<file path="src/design/rrqs_pkg.sv">
`default_nettype none

package rrqs_pkg;

	localparam int unsigned QUANTUM_RESET = 4;

	typedef enum logic {
		OP_ADD   = 1'b0,
		OP_SERVE = 1'b1
	} op_t;

	typedef enum logic [1:0] {
		ST_ADDED  = 2'd0,
		ST_FULL   = 2'd1,
		ST_SERVED = 2'd2,
		ST_EMPTY  = 2'd3
	} status_t;

	typedef enum logic {
		S_IDLE = 1'b0,
		S_EXEC = 1'b1
	} ctrl_state_t;

	typedef struct packed {
		op_t         op;
		logic [7:0]  job_id;
		logic [15:0] burst_time;
	} in_word_t;

	typedef struct packed {
		status_t     status;
		logic [7:0]  served_id;
		logic [15:0] remaining_before;
		logic [15:0] remaining_after;
		logic        finished;
		logic [4:0]  jobs_left;
	} out_word_t;

	typedef struct packed {
		logic [7:0]  job_id;
		logic [15:0] remaining;
	} slot_t;

	typedef struct packed {
		logic latch;
		logic commit;
	} cmd_t;

	typedef struct packed {
		logic out_free;
	} stat_t;

endpackage

`default_nettype wire

</file>
<file path="src/design/rrqs_ifs.sv">
`default_nettype none

interface rrqs_in_if;
	import rrqs_pkg::*;
	logic     valid;
	logic     ready;
	in_word_t data;
	modport source (output valid, output data, input ready);
	modport sink (input valid, input data, output ready);
endinterface

interface rrqs_out_if;
	import rrqs_pkg::*;
	logic      valid;
	logic      ready;
	out_word_t data;
	modport source (output valid, output data, input ready);
	modport sink (input valid, input data, output ready);
endinterface

`default_nettype wire

</file>
<file path="src/design/rrqs_ctrl.sv">
`default_nettype none

module rrqs_ctrl (
	input  wire logic          clk,
	input  wire logic          arst_n,
	input  wire logic          item_valid,
	output logic               item_ready,
	input  rrqs_pkg::stat_t    stat,
	output rrqs_pkg::cmd_t     cmd
);
	import rrqs_pkg::*;

	ctrl_state_t state_q;
	ctrl_state_t state_d;

	always_ff @(posedge clk or negedge arst_n) begin
		if (!arst_n) begin
			state_q <= S_IDLE;
		end else begin
			state_q <= state_d;
		end
	end

	always_comb begin
		state_d    = state_q;
		item_ready = 1'b0;
		cmd        = '0;
		case (state_q)
			S_IDLE: begin
				item_ready = 1'b1;
				if (item_valid) begin
					cmd.latch = 1'b1;
					state_d   = S_EXEC;
				end
			end
			S_EXEC: begin
				if (stat.out_free) begin
					cmd.commit = 1'b1;
					state_d    = S_IDLE;
				end
			end
			default: begin
				state_d = S_IDLE;
			end
		endcase
	end

endmodule

`default_nettype wire

</file>
<file path="src/design/rrqs_datapath.sv">
`default_nettype none

module rrqs_datapath #(
	parameter int unsigned MAX_JOBS = 16
) (
	input  wire logic           clk,
	input  wire logic           arst_n,
	input  wire logic           quantum_we,
	input  wire logic [15:0]    quantum_wdata,
	input  rrqs_pkg::in_word_t  item_data,
	input  rrqs_pkg::cmd_t      cmd,
	output rrqs_pkg::stat_t     stat,
	output logic                out_valid,
	input  wire logic           out_ready,
	output rrqs_pkg::out_word_t out_data
);
	import rrqs_pkg::*;

	localparam int unsigned IW = $clog2(MAX_JOBS);
	localparam int unsigned CW = $clog2(MAX_JOBS + 1);
	localparam int unsigned SW = CW + 1;

	slot_t slot_mem [MAX_JOBS];

	logic [15:0]   quantum_q;
	logic [IW-1:0] front_q;
	logic [CW-1:0] count_q;
	logic          out_valid_q;
	out_word_t     out_q;
	in_word_t      item_q;
	slot_t         rd_q;

	logic          full;
	logic          empty;
	logic [SW-1:0] sum_w;
	logic [SW-1:0] back_w;
	logic [IW-1:0] back_idx;
	logic [IW-1:0] front_inc;
	logic [15:0]   rem_sub;
	logic          mem_we;
	slot_t         mem_wd;
	logic [IW-1:0] front_d;
	logic [CW-1:0] count_d;
	out_word_t     res_d;
	logic [CW+4:0] cnt_ext;

	assign full      = (count_q == CW'(MAX_JOBS));
	assign empty     = (count_q == '0);
	assign sum_w     = SW'(front_q) + SW'(count_q);
	assign back_w    = (sum_w >= SW'(MAX_JOBS)) ? (sum_w - SW'(MAX_JOBS)) : sum_w;
	assign back_idx  = back_w[IW-1:0];
	assign front_inc = (front_q == IW'(MAX_JOBS - 1)) ? '0 : (front_q + IW'(1));
	assign rem_sub   = rd_q.remaining - quantum_q;

	assign stat.out_free = !out_valid_q || out_ready;
	assign out_valid     = out_valid_q;
	assign out_data      = out_q;

	always_comb begin
		mem_we  = 1'b0;
		mem_wd  = '{job_id: item_q.job_id, remaining: item_q.burst_time};
		front_d = front_q;
		count_d = count_q;
		res_d   = '0;
		case (item_q.op)
			OP_ADD: begin
				if (full) begin
					res_d.status = ST_FULL;
				end else begin
					res_d.status = ST_ADDED;
					mem_we       = 1'b1;
					count_d      = count_q + CW'(1);
				end
			end
			OP_SERVE: begin
				if (empty) begin
					res_d.status = ST_EMPTY;
				end else begin
					res_d.status           = ST_SERVED;
					res_d.served_id        = rd_q.job_id;
					res_d.remaining_before = rd_q.remaining;
					front_d                = front_inc;
					if (rd_q.remaining > quantum_q) begin
						mem_we                = 1'b1;
						mem_wd                = '{job_id: rd_q.job_id, remaining: rem_sub};
						res_d.remaining_after = rem_sub;
					end else begin
						count_d        = count_q - CW'(1);
						res_d.finished = 1'b1;
					end
				end
			end
			default: begin
				res_d.status = ST_ADDED;
			end
		endcase
		cnt_ext         = {5'b0, count_d};
		res_d.jobs_left = cnt_ext[4:0];
	end

	always_ff @(posedge clk) begin
		if (cmd.commit && mem_we) begin
			slot_mem[back_idx] <= mem_wd;
		end
		rd_q <= slot_mem[front_q];
	end

	always_ff @(posedge clk) begin
		if (cmd.latch) begin
			item_q <= item_data;
		end
		if (cmd.commit) begin
			out_q <= res_d;
		end
	end

	always_ff @(posedge clk or negedge arst_n) begin
		if (!arst_n) begin
			quantum_q   <= 16'(QUANTUM_RESET);
			front_q     <= '0;
			count_q     <= '0;
			out_valid_q <= 1'b0;
		end else begin
			if (quantum_we) begin
				quantum_q <= quantum_wdata;
			end
			if (cmd.commit) begin
				front_q     <= front_d;
				count_q     <= count_d;
				out_valid_q <= 1'b1;
			end else if (out_ready) begin
				out_valid_q <= 1'b0;
			end
		end
	end

endmodule

`default_nettype wire

</file>
<file path="src/design/round_robin_quantum_scheduler_core.sv">
// channel   dir  handshake     word
// item      in   valid/ready   op, job_id, burst_time
// result    out  valid/ready   status, served_id, remaining_before,
//                              remaining_after, finished, jobs_left
// quantum   in   quantum_we    quantum_wdata (16 bits)
//
// Each item is captured in the idle state, which also reads the front slot from
// the ring memory; the execute state updates the ring and the result register.
// The next item is taken while a result still waits in the result register.
// A held result stalls the update cycle of the following item until it is taken.
// Reset empties the ring and sets quantum to 4; no clearing pass is needed.
`default_nettype none

module round_robin_quantum_scheduler_core #(
	parameter int unsigned MAX_JOBS = 16
) (
	input  wire logic        clk,
	input  wire logic        arst_n,
	input  wire logic        quantum_we,
	input  wire logic [15:0] quantum_wdata,
	rrqs_in_if.sink          item,
	rrqs_out_if.source       result
);
	import rrqs_pkg::*;

	cmd_t  cmd;
	stat_t stat;

	rrqs_ctrl u_ctrl (
		.clk        (clk),
		.arst_n     (arst_n),
		.item_valid (item.valid),
		.item_ready (item.ready),
		.stat       (stat),
		.cmd        (cmd)
	);

	rrqs_datapath #(
		.MAX_JOBS (MAX_JOBS)
	) u_datapath (
		.clk           (clk),
		.arst_n        (arst_n),
		.quantum_we    (quantum_we),
		.quantum_wdata (quantum_wdata),
		.item_data     (item.data),
		.cmd           (cmd),
		.stat          (stat),
		.out_valid     (result.valid),
		.out_ready     (result.ready),
		.out_data      (result.data)
	);

	a_one_at_a_time: assert property (@(posedge clk) disable iff (!arst_n)
		item.valid && item.ready |=> !item.ready)
		else $error("item taken while previous item in flight");

	a_result_from_commit: assert property (@(posedge clk) disable iff (!arst_n)
		$rose(result.valid) |-> $past(cmd.commit))
		else $error("result appeared without a commit");

	a_full_count: assert property (@(posedge clk) disable iff (!arst_n)
		result.valid && (result.data.status == ST_FULL) |->
		(result.data.jobs_left == 5'(MAX_JOBS)))
		else $error("full reported with ring not full");

	a_unserved_zero: assert property (@(posedge clk) disable iff (!arst_n)
		result.valid && (result.data.status != ST_SERVED) |->
		(result.data.served_id == '0) && !result.data.finished &&
		(result.data.remaining_after == '0))
		else $error("served fields set on a result that served nothing");

endmodule

`default_nettype wire

</file>
<file path="src/flat_wrapper.sv">
// flat-port wrapper written by rule: the top's interface ports become plain ports
module round_robin_quantum_scheduler_core_flat import rrqs_pkg::*;
#(
	parameter int unsigned MAX_JOBS = 16
)
  (clk, arst_n, quantum_we, quantum_wdata, item_valid, item_data, item_ready, result_valid, result_data, result_ready);
  rrqs_in_if item_i ();
  rrqs_out_if result_i ();
  input  wire logic clk;
  input  wire logic arst_n;
  input  wire logic quantum_we;
  input  wire logic [15:0] quantum_wdata;
  input wire logic [$bits(item_i.valid)-1:0] item_valid;
  input wire logic [$bits(item_i.data)-1:0] item_data;
  output wire logic [$bits(item_i.ready)-1:0] item_ready;
  output wire logic [$bits(result_i.valid)-1:0] result_valid;
  output wire logic [$bits(result_i.data)-1:0] result_data;
  input wire logic [$bits(result_i.ready)-1:0] result_ready;
  assign item_i.valid = item_valid;
  assign item_i.data = item_data;
  assign item_ready = item_i.ready;
  assign result_valid = result_i.valid;
  assign result_data = result_i.data;
  assign result_i.ready = result_ready;
  round_robin_quantum_scheduler_core #(.MAX_JOBS(MAX_JOBS)) u_core (.clk(clk), .arst_n(arst_n), .quantum_we(quantum_we), .quantum_wdata(quantum_wdata), .item(item_i), .result(result_i));
endmodule
</file>
<file path="config.mk">
export PLATFORM = sky130hd
export DESIGN_NAME = round_robin_quantum_scheduler_core_flat
export DESIGN_NICKNAME = d
export VERILOG_FILES = /design/src/design/rrqs_pkg.sv /design/src/design/rrqs_ifs.sv /design/src/design/rrqs_ctrl.sv /design/src/design/rrqs_datapath.sv /design/src/design/round_robin_quantum_scheduler_core.sv /design/src/flat_wrapper.sv
export SDC_FILE = /design/constraint.sdc
export NUM_CORES = 1
export LEC_CHECK = 0
export BUFFER_PORTS_ARGS = -buffer_cell sky130_fd_sc_hd__buf_2
export CAP_MARGIN = 20
export CORE_ASPECT_RATIO = 0.7
export CORE_MARGIN = 2
export CORE_UTILIZATION = 54
export CTS_CLUSTER_SIZE = 20
export DETAILED_ROUTE_END_ITERATION = 7
export MAX_ROUTING_LAYER = met4
export PLACE_DENSITY = 0.74
export SETUP_SLACK_MARGIN = 0.05
export SKIP_CTS_REPAIR_TIMING = 1
export SLEW_MARGIN = 20
export SYNTH_ARGS = -nofsm -noshare
export SYNTH_HDL_FRONTEND = slang
export SYNTH_SLANG_ARGS = --single-unit
</file>
<file path="constraint.sdc">
create_clock -name clk -period 9.3 [get_ports clk]
set_input_delay 1.395 -clock clk [delete_from_list [all_inputs] [get_ports clk]]
set_output_delay 1.395 -clock clk [all_outputs]
set_load 0.03 [all_outputs]
</file>
==> summary.txt, run 1 <==
Finish
  – Final instance area: 0.02269 mm2
  – P&R area growth vs syn: 13.38%
  – # fillers: 2448
  – Util after Layout: 62.67%
  – Final nets: 1237
  – Share of post-route cells with drive strength above 1: 28.74%

Logic synthesis
  – Most frequent cell after synthesis: edfxtp_1
  – Post-synth top area share: 68.56%
  – Synth cell count leaders: edfxtp_1 (457), mux4_2 (120), nand2_1 (64)
  – Flip-flop and latch count after synthesis: 508
  – Top FF cell, synth: edfxtp_1
  – Top cells by area, synth: edfxtp_1 (69%), mux4_2 (14%), dfrtp_1 (3.3%)
  – Register area share after synthesis: 74.34%
  – Number of synthesized flops with an enable pin: 457
  – Avg Inst Size Synth: 19.21 um2
  – Synth warnings: 0
  – Synthesized area: 0.02002 mm2
  – Unique cell type count in the Yosys netlist: 50
  – Syn Inst Count: 1042
  – Syn Nets: 1112
  – Largest area contributor in the netlist: edfxtp_1
  – Synth async-reset ratio: 5.315%

Timing
  – Final setup TNS: 0 ns
  – Hold Violations, Final: 0
  – Fin Clk Skew: 0.03544 ns
  – Fin crit share: 40.97%
  – Least-Margin Pin Slew: 1.120 ns
  – Final Critical Period: 3.810 ns
  – Peak Freq: 0.2625 GHz
  – RSZ-0062 raised after global routing: false
  – Slew HR: 25.17%
  – Fin. max-slew vios: 0
  – Final setup viols: 0

Global routing
  – Grt total ovfl: 0
  – Initial antenna violation count: 1
  – Pin count of the biggest net entering global routing: 64
  – All-Layer GR Usage: 24.99%
  – First-pass GRT wire length: 66.70 mm
  – Vias in the first global route: 10214

Power and ir drop
  – Logic pwr share: 34.4%
  – NetSw: 0.002824 W
  – Power consumption: 0.008182 W
  – Switching Share: 34.51%
  – Clock Power Share: 22.8%
  – Sequential power share: 42.8%
  – Pwr Density: 360.5 mW/mm2
  – Lkg Pwr: 7.711 nW
  – Worst vdd ir: 0.2455 mV
  – Internal: 0.005358 W

Placement
  – PortBufs: 95
  – Hpwl dp: 28.02 mm
  – Post-DP Area: 0.02120 mm2
  – GPL Wtd Cong: 0.9136

Floorplan
  – Die ar.: 0.03865 mm2
  – Core area: 0.03621 mm2
  – Row Count: 58
  – Die width: 234.1 um
  – Ports: 96
  – Starting Density: 55.28%
  – Die height: 165.1 um

Setup path
  – Critical Path RT: 9.55 ns
  – Worst reg2reg path startpoint: u_core.u_datapath.front_q[1]
  – R2R cell count: 7
  – Crit Path Max Fanout: 40
  – Crit Path Category: reg2reg
  – Reg2Reg Capture Point: u_core.u_datapath.slot_mem[11][22]
  – Startpoint Class: register
  – Worst Path Arrival: 4.06 ns
  – Crit end category: register
  – Worst-path cell chain: ha_1, a21o_1, a21oi_1, xor2_1, o211ai_1, nor2_2, buf_4
  – Crit-path slowest cell: dfrtp_4
  – Reg-to-reg slack, setup: 5.49 ns
  – Worst path max stage delay: 0.83 ns

Clock tree
  – Clock sink total: 508
  – Clk Tree Root Cell: clkbuf_16
  – TritonCTS clock tree: yes
  – H-tree level count: 2
  – Clk pin slew, worst setup/hold paths: 0.06 ns
  – Num CTS Buffers: 46
  – Skew-Pair Late Insertion Delay: 0.57 ns
  – CTS Buffer Depth: 3

Routing
  – Via count: 10533
  – Drt initial violations: 1216
  – Number of remaining DRC errors: 0
  – Vias per inst: 6.251
  – Routed WL per cell: 27.01 um
  – Pre-antenna DRT Iters: 8
  – Final WL: 45.50 mm
  – Routed Antenna Nets: 0

Worst hold path
  – Hold Path Class: reg2reg
  – Worst hold start: u_core.u_datapath.quantum_q[0]
  – Hold path depth: 1
  – Hold Path End: u_core.u_datapath.quantum_q[0]

Run
  – Max-cap check violation count: 0

Outcome
  – Outcome: finished, final reports clean
[area by class of cell]
cell class                 instances  area (um2)  share of cell area, %
clock inverter                    18       191.4                 0.8435
timing repair buffer             126       708.2                  3.121
tap                              480       600.6                  2.646
multi-input combinational        463        4916                  21.66
clock buffer                      67        1301                  5.734
inverter                          22       85.08                 0.3749
antenna                            1       2.502                0.01103
sequential                       508       14890                  65.61
[worst max path at each step]
stage	startpoint	to	slack [ns]	cells after the start
2_1_floorplan	result_ready	u_core.u_datapath.slot_mem[14][0]	3.32	6
3_3_place_gp	result_ready	u_core.u_datapath.slot_mem[11][21]	4.72	7
3_5_place_dp	result_ready	u_core.u_datapath.slot_mem[11][20]	4.96	7
4_1_cts	u_core.u_datapath.front_q[1]	u_core.u_datapath.slot_mem[11][22]	5.50	7
5_1_grt	u_core.u_datapath.front_q[1]	u_core.u_datapath.slot_mem[11][20]	5.23	7
6_report	u_core.u_datapath.front_q[1]	u_core.u_datapath.slot_mem[11][22]	5.49	7
[state kept, by name, summed over array words and instances (netlist names)]
signal	count
u_core.u_datapath.slot_mem	384
u_core.u_datapath.out_data	48
u_core.u_datapath.item_q	25
u_core.u_datapath.rd_q	24
u_core.u_datapath.quantum_q	16
u_core.u_datapath.count_q	5
u_core.u_datapath.front_q	4
u_core.u_ctrl.state_q	1
u_core.u_datapath.out_valid	1
[cells in the final DEF (no fill, tap or decap), drive strengths merged, types with 3 or more instances in the layout]
| cell type | n |
|---|---|
| o21a | 4 |
| nand4 | 7 |
| dfxtp | 24 |
| dfrtp | 26 |
| nor4 | 10 |
| nand2 | 64 |
| xnor2 | 12 |
| mux2 | 6 |
| clkbuf | 67 |
| buf | 126 |
| nor2 | 37 |
| bufinv | 3 |
| a31oi | 3 |
| xor2 | 6 |
| ha | 22 |
| a21o | 18 |
| or4 | 4 |
| and2 | 28 |
| o211ai | 4 |
| inv | 23 |
| mux4 | 120 |
| nand3 | 12 |
| edfxtp | 457 |
| or3 | 4 |
| a21oi | 28 |
| nor3 | 7 |
| a211oi | 3 |
| clkinv | 13 |
| nand2b | 6 |
| o21ai | 40 |
[power by group through the flow]
stage          combinational, W  sequential, W  clock, W
2_1_floorplan           0.00179        0.00359         0
3_3_place_gp            0.00272        0.00353         0
3_5_place_dp            0.00278        0.00355         0
4_1_cts                 0.00280        0.00351   0.00189
5_1_grt                 0.00301        0.00354   0.00198
6_report                0.00281        0.00350   0.00186
[kinds of logic (layout without fill, tap and decap cells)]
kind of cell | count (synthesis) | count (layout) | share of synthesized area [%]
flops | 508 | 508 | 74.34
simple gates | 185 | 185 | 4.476
mux | 127 | 127 | 13.89
compound gates | 109 | 109 | 3.426
buf+inv | 71 | 233 | 1.506
fa+ha+maj | 24 | 24 | 1.575
xor+xnor | 18 | 18 | 0.7876
other cells | 0 | 1 | 0
[routing by layer]
metal,share of wire [%],wire length (um),global-route usage (%)
met2,45,20500,35.56
met4,2.2,979,6.473
met1,43,19360,36.35
met3,10,4668,6.628
met5,0,0,-
[worst max-delay path: cells and delay by family (launching register included)]
kind,cells,cell delay [ns]
buffers and inverters,1,0.39
AOI/OAI and AO/OA,3,0.78
adders and majority gates,1,0.35
DFF,1,0.83
and+or+nand+nor,1,0.62
xor gates and xnor gates,1,0.49
[stage by stage]
step	cells	worst slack (ns)	hold WS (ns)
after floorplan	1042	3.323	0.4485
after global placement	1599	4.717	0.4990
after detailed placement	1599	4.964	0.5078
after CTS	1684	5.496	0.5218
after global routing	1685	5.228	0.5450
final	1685	5.490	0.5207
Note: power is estimated with default switching activity, not from simulation.
==> inputs of run 2 (changes only) <==
- clock period: 9.3 -> 3.7 ns (I/O delays scaled with it)
==> summary.txt, run 2 (same netlist as run 1, synthesis figures left out) <==
Outcome
  – Outcome: finished, final reports clean

Setup path
  – Levels on crit path: 9 (+2)
  – Crit Path Max Fanout: 17 (-57%)
  – Family with the most delay on the worst path: compound AO/OA/AOI/OAI gates
  – Worst path max stage delay: 0.52 ns (-0.31 ns)
  – CP Buf/Inv Count: 2 (+1)
  – R2R cell count: 9 (+2)
  – Crit end category: register
  – Startpoint Class: register
  – Crit Path Category: reg2reg
  – Critical Path RT: 3.91 ns (-5.64 ns)
  – Worst-path cell chain: inv_1, ha_1, nand3_1, a21oi_1, o21ai_1, a21oi_2, nor2_2, nor4_4, buf_4
  – Crit-path slowest cell: dfstp_2
  – Worst Path Arrival: 3.67 ns (-0.39 ns)

Power and ir drop
  – Clock Power Share: 23.5% (+0.7 points)
  – NetSw: 0.007154 W (+150%)
  – Pwr Density: 912.0 mW/mm2 (+150%)
  – Internal: 0.01386 W (+160%)
  – Logic pwr share: 35.4% (+1.0 points)
  – Sequential power share: 41.0% (-1.8 points)
  – Switching Share: 34.05% (-0.46 points)
  – Worst vdd ir: 0.6087 mV (+150%)
  – Lkg Pwr: 7.891 nW (+2.3%)

Clock tree
  – Skew-Pair Late Insertion Delay: 0.56 ns (about the same)
  – Num CTS Buffers: 45 (-2.2%)
  – Clk pin slew, worst setup/hold paths: 0.07 ns (about the same)
  – CTS Buffer Depth: 3 (unchanged)
  – Clock sink total: 508 (unchanged)
  – Clk Tree Root Cell: clkbuf_16
  – TritonCTS clock tree: yes
  – H-tree level count: 2 (unchanged)

Routing
  – Number of remaining DRC errors: 0 (unchanged)
  – Pre-antenna DRT Iters: 5 (-3)
  – Final WL: 44.61 mm (-2.0%)
  – Routed Antenna Nets: 0 (unchanged)
  – Drt initial violations: 1181 (-2.9%)
  – Vias per inst: 6.124 (-2.0%)
  – Routed WL per cell: 26.18 um (-3.1%)
  – Via count: 10436 (-0.92%)

Finish
  – Most frequent cells in the layout: edfxtp_1 (457), mux4_2 (120), buf_2 (95)
  – # diodes: 0 (-1)
  – Share of post-route cells with drive strength above 1: 30.64% (+1.9 points)
  – Non-filler cells, final: 1704 (+1.1%)
  – Max FFs per register: 384 (unchanged)
  – Largest Register: u_core.u_datapath.slot_mem
  – Commonest non-fill, non-tap cell in the layout: edfxtp_1
  – Final nets: 1257 (+1.6%)
  – P&R area growth vs syn: 15.09%

Timing
  – Fin crit share: 93.60% (+53 points)
  – Final setup TNS: 0 ns (unchanged)
  – Hold Violations, Final: 0 (unchanged)
  – Hold_ws: 0.05122 ns (-0.4694 ns)
  – RSZ-0062 raised after global routing: false
  – Fin. max-slew vios: 0 (unchanged)
  – Least-Margin Pin Slew: 1.099 ns (-0.02133 ns)
  – Slew HR: 26.59% (+1.4 points)
  – Fin Clk Skew: 0.01678 ns (-0.01866 ns)
  – Final Critical Period: 3.463 ns (-0.3471 ns)
  – Peak Freq: 0.2888 GHz (+10%)
  – Final setup viols: 0 (unchanged)

Floorplan
  – Die ar.: 0.03865 mm2 (unchanged)
  – Core area: 0.03621 mm2 (unchanged)
  – Die height: 165.1 um (unchanged)
  – Ports: 96 (unchanged)
  – Starting Density: 55.28% (unchanged)
  – Die width: 234.1 um (unchanged)
  – Row Count: 58 (unchanged)

Global routing
  – Initial antenna violation count: 0 (-1)
  – All-Layer GR Usage: 24.46% (-0.52 points)
  – First-pass GRT wire length: 66.27 mm (-0.64%)
  – Vias in the first global route: 10425 (+2.1%)
  – Pin count of the biggest net entering global routing: 102 (+59%)
  – Grt total ovfl: 0 (unchanged)

Placement
  – GPL Wtd Cong: 0.9033 (-1.1%)
  – Hpwl dp: 28.38 mm (+1.3%)
  – Placed Cells: 1620 (+1.3%)
  – PortBufs: 95 (unchanged)

Worst hold path
  – Hold Path Class: in2async

Run
  – Max-cap check violation count: 0 (unchanged)
-- run 2: per-stage QoR --
step	setup slack, ns	area [um2]	utilization [%]	power (W)
2_1_floorplan	-0.08930	20110	-	0.01364
3_3_place_gp	0.4349	21450	59.23	0.01598
3_5_place_dp	0.3693	21450	59.23	0.01616
4_1_cts	0.3028	23040	63.62	0.02112
5_1_grt	0.05619	23040	63.62	0.02190
6_report	0.2368	23040	63.62	0.02101
-- run 2: final cells by class --
type | count | area, um2
Fill cell | 2416 | 13180
Timing Repair Buffer | 147 | 890.9
Sequential cell | 508 | 14890
Inverter | 22 | 86.33
Clock buffer | 68 | 1375
Clock inverter | 16 | 212.7
Tap cell | 480 | 600.6
Multi-Input combinational cell | 463 | 4982
-- run 2: worst reg2reg max path: cells and delay by family, from the launching register on --
kind	cells	cell delay, ns
AOI/OAI and AO/OA	3	0.92
adders and majority gates	1	0.42
buffers and inverters	2	0.45
DFF	1	0.52
and+or+nand+nor	3	0.81
-- run 2: power by group through the flow --
| stage | clock network, W | registers (W) | logic, W |
|---|---|---|---|
| 2_1_floorplan | 0 | 0.00901 | 0.00463 |
| 3_3_place_gp | 0 | 0.00869 | 0.00729 |
| 3_5_place_dp | 0 | 0.00873 | 0.00743 |
| 4_1_cts | 0.00502 | 0.00863 | 0.00748 |
| 5_1_grt | 0.00523 | 0.00871 | 0.00797 |
| 6_report | 0.00495 | 0.00862 | 0.00744 |
-- run 2: final timing paths --
check	startpoint	slack, ns	to
min reg2reg	u_core.u_datapath.out_valid	0.51	u_core.u_datapath.out_valid
min in group clk	item_data[20]	0.17	u_core.u_datapath.item_q[20]
min	arst_n	0.05	u_core.u_datapath.quantum_q[13]
max reg2reg	u_core.u_datapath.quantum_q[2]	0.24	u_core.u_datapath.slot_mem[12][7]
max in group asynchronous	arst_n	3.09	u_core.u_datapath.front_q[0]
max	u_core.u_datapath.quantum_q[2]	0.24	u_core.u_datapath.slot_mem[12][7]
-- run 2: per-layer routing --
layer / global-route usage, % / vias up / wire length (um)
li1: - / 4474 / -
met4: 7.077 / 0 / 1094
met3: 4.876 / 72 / 3679
met1: 34.98 / 5408 / 18570
met5: - / - / 0
met2: 36.36 / 482 / 21260
==> inputs of run 3 (changes only) <==
- clock period: 3.7 -> 3.3 ns (I/O delays scaled with it)
==> summary.txt, run 3 (same netlist as run 1, synthesis figures left out) <==
Outcome
  – Outcome: finished with violations
  – Failing checks: hold timing

Placement
  – Placed Cells: 1615 (-0.31%)
  – Post-DP Area: 0.02157 mm2 (+0.58%)
  – GPL Wtd Cong: 0.8900 (-1.5%)
  – Hpwl dp: 26.43 mm (-6.9%)
  – Worst slack, placed: 0.1274 ns (-0.2419 ns)
  – PortBufs: 95 (unchanged)

Finish
  – Most frequent cells in the layout: edfxtp_1 (457), mux4_2 (120), buf_2 (95)
  – Final instance area: 0.02317 mm2 (+0.58%)
  – Non-filler cells, final: 1701 (-0.18%)
  – Final nets: 1254 (-0.24%)
  – P&R area growth vs syn: 15.76%
  – Share of post-route cells with drive strength above 1: 30.22% (-0.42 points)
  – Largest Register: u_core.u_datapath.slot_mem
  – # fillers: 2394 (-0.91%)
  – Seq. cell area: 0.01489 mm2 (unchanged)
  – Commonest non-fill, non-tap cell in the layout: edfxtp_1
  – Area of the multi-input gates: 0.005007 mm2 (+0.50%)
  – Max FFs per register: 384 (unchanged)
  – # diodes: 0 (unchanged)

Global routing
  – First-pass GRT wire length: 66.31 mm (about the same)
  – Grt total ovfl: 0 (unchanged)
  – Pin count of the biggest net entering global routing: 102 (unchanged)
  – Initial antenna violation count: 0 (unchanged)
  – All-Layer GR Usage: 24.64% (+0.18 points)
  – Vias in the first global route: 10367 (-0.56%)

Floorplan
  – Row Count: 58 (unchanged)
  – Die width: 234.1 um (unchanged)
  – Die ar.: 0.03865 mm2 (unchanged)
  – Starting Density: 55.28% (unchanged)
  – Ports: 96 (unchanged)
  – Die height: 165.1 um (unchanged)
  – Core area: 0.03621 mm2 (unchanged)

Setup path
  – Startpoint Class: register
  – Family with the most delay on the worst path: compound AO/OA/AOI/OAI gates
  – R2R cell count: 9 (unchanged)
  – Worst path max stage delay: 0.45 ns (-0.07 ns)
  – Reg2Reg Capture Point: u_core.u_datapath.slot_mem[8][0]
  – Worst Path Arrival: 3.39 ns (-0.28 ns)
  – Crit Path Category: reg2reg
  – Worst reg2reg path startpoint: u_core.u_datapath.quantum_q[3]
  – Crit-path slowest cell: a21o_1
  – Critical Path RT: 3.58 ns (-0.33 ns)
  – Crit Path Max Fanout: 21 (+4)
  – Reg-to-reg slack, setup: 0.19 ns (-0.05 ns)
  – Crit end category: register
  – CP Buf/Inv Count: 3 (+1)
  – Worst-path cell chain: inv_1, ha_1, a21oi_1, a21oi_2, o21ai_1, a21o_1, buf_12, buf_12, a21o_1

Power and ir drop
  – Pwr Density: 1017 mW/mm2 (+12%)
  – Worst vdd ir: 0.9123 mV (+50%)
  – Lkg Pwr: 7.897 nW (about the same)

Clock tree
  – Clk Tree Root Cell: clkbuf_16
  – Clock sink total: 508 (unchanged)
  – H-tree level count: 2 (unchanged)
  – Skew-Pair Late Insertion Delay: 0.57 ns (about the same)
  – Num CTS Buffers: 45 (unchanged)
  – CTS Buffer Depth: 3 (unchanged)
  – Clk pin slew, worst setup/hold paths: 0.07 ns (about the same)
  – TritonCTS clock tree: yes

Timing
  – Hold_ws: -0.03894 ns (-0.09016 ns)
  – Final setup TNS: 0 ns (unchanged)
  – Final setup viols: 0 (unchanged)
  – Peak Freq: 0.3216 GHz (+11%)
  – Hold Violations, Final: 26 (+26)
  – Least-Margin Pin Slew: 0.9855 ns (-0.1133 ns)
  – Final Critical Period: 3.110 ns (-0.3535 ns)
  – Worst Setup Slack, final: 0.1903 ns (-0.04651 ns)
  – Slew HR: 33.83% (+7.2 points)
  – Fin Clk Skew: 0.02750 ns (+0.01073 ns)
  – RSZ-0062 raised after global routing: false
  – Fin. max-slew vios: 0 (unchanged)
  – Fin crit share: 94.23% (+0.63 points)

Routing
  – Routed WL per cell: 26.34 um (+0.60%)
  – Drt initial violations: 1201 (+1.7%)
  – Number of remaining DRC errors: 0 (unchanged)
  – Final WL: 44.80 mm (+0.42%)
  – Via count: 10331 (-1.0%)
  – Pre-antenna DRT Iters: 7 (+2)
  – Routed Antenna Nets: 0 (unchanged)
  – Vias per inst: 6.073 (-0.83%)

Run
  – Max-cap check violation count: 0 (unchanged)

Worst hold path
  – Hold Path Class: in2async
## run 3: final cells by class
type,count,share of cell area [%]
sequential,508,64.26
multi-input combinational,463,21.61
timing repair buffer,144,4.482
inverter,22,0.3726
clock buffer,71,5.859
tap,480,2.592
clock inverter,13,0.8262
## run 3: report_power, final
part           switching, W  internal [W]
clock network       0.00224       0.00322
registers          0.000450       0.00918
logic               0.00527       0.00320
## run 3: worst register-to-register path: stages (launching register included)
cell and delay (ns):
dfrtp_1 0.34, inv_1 0.07, ha_1 0.39, a21oi_1 0.38, a21oi_2 0.13, o21ai_1 0.39, a21o_1 0.27, buf_12 0.20
buf_12 0.18, a21o_1 0.47
## run 3: stage by stage
step           power [W]  hold WS [ns]  utilization [%]
6_report         0.02357      -0.03894            63.99
5_1_grt          0.02460      0.002447            63.99
4_1_cts          0.02367      -0.03719            63.86
3_5_place_dp     0.01817        0.5076            59.58
3_3_place_gp     0.01798        0.4967            59.58
2_1_floorplan    0.01532        0.1994                -
## run 3: worst max path at each step
stage / from / to / slack [ns] / cells after the start
after floorplan: u_core.u_datapath.quantum_q[2] / u_core.u_datapath.slot_mem[12][0] / -0.49 / 8
after global routing: u_core.u_datapath.count_q[1] / u_core.u_datapath.slot_mem[3][19] / 0.06 / 7
after global placement: u_core.u_datapath.quantum_q[6] / u_core.u_datapath.slot_mem[10][8] / 0.23 / 9
after detailed placement: u_core.u_datapath.quantum_q[6] / u_core.u_datapath.slot_mem[10][8] / 0.13 / 9
final: u_core.u_datapath.quantum_q[3] / u_core.u_datapath.slot_mem[8][0] / 0.19 / 9
after CTS: u_core.u_datapath.quantum_q[2] / u_core.u_datapath.slot_mem[10][14] / 0.07 / 9
## run 3: routing by layer
layer  global-route usage, %  vias up  wire length, um
li1                        -     4462                -
met1                   34.29     5373            18660
met2                   38.43      432            21990
met3                   4.705       64             3270
met4                   5.869        0              873
met5                       -        -                0
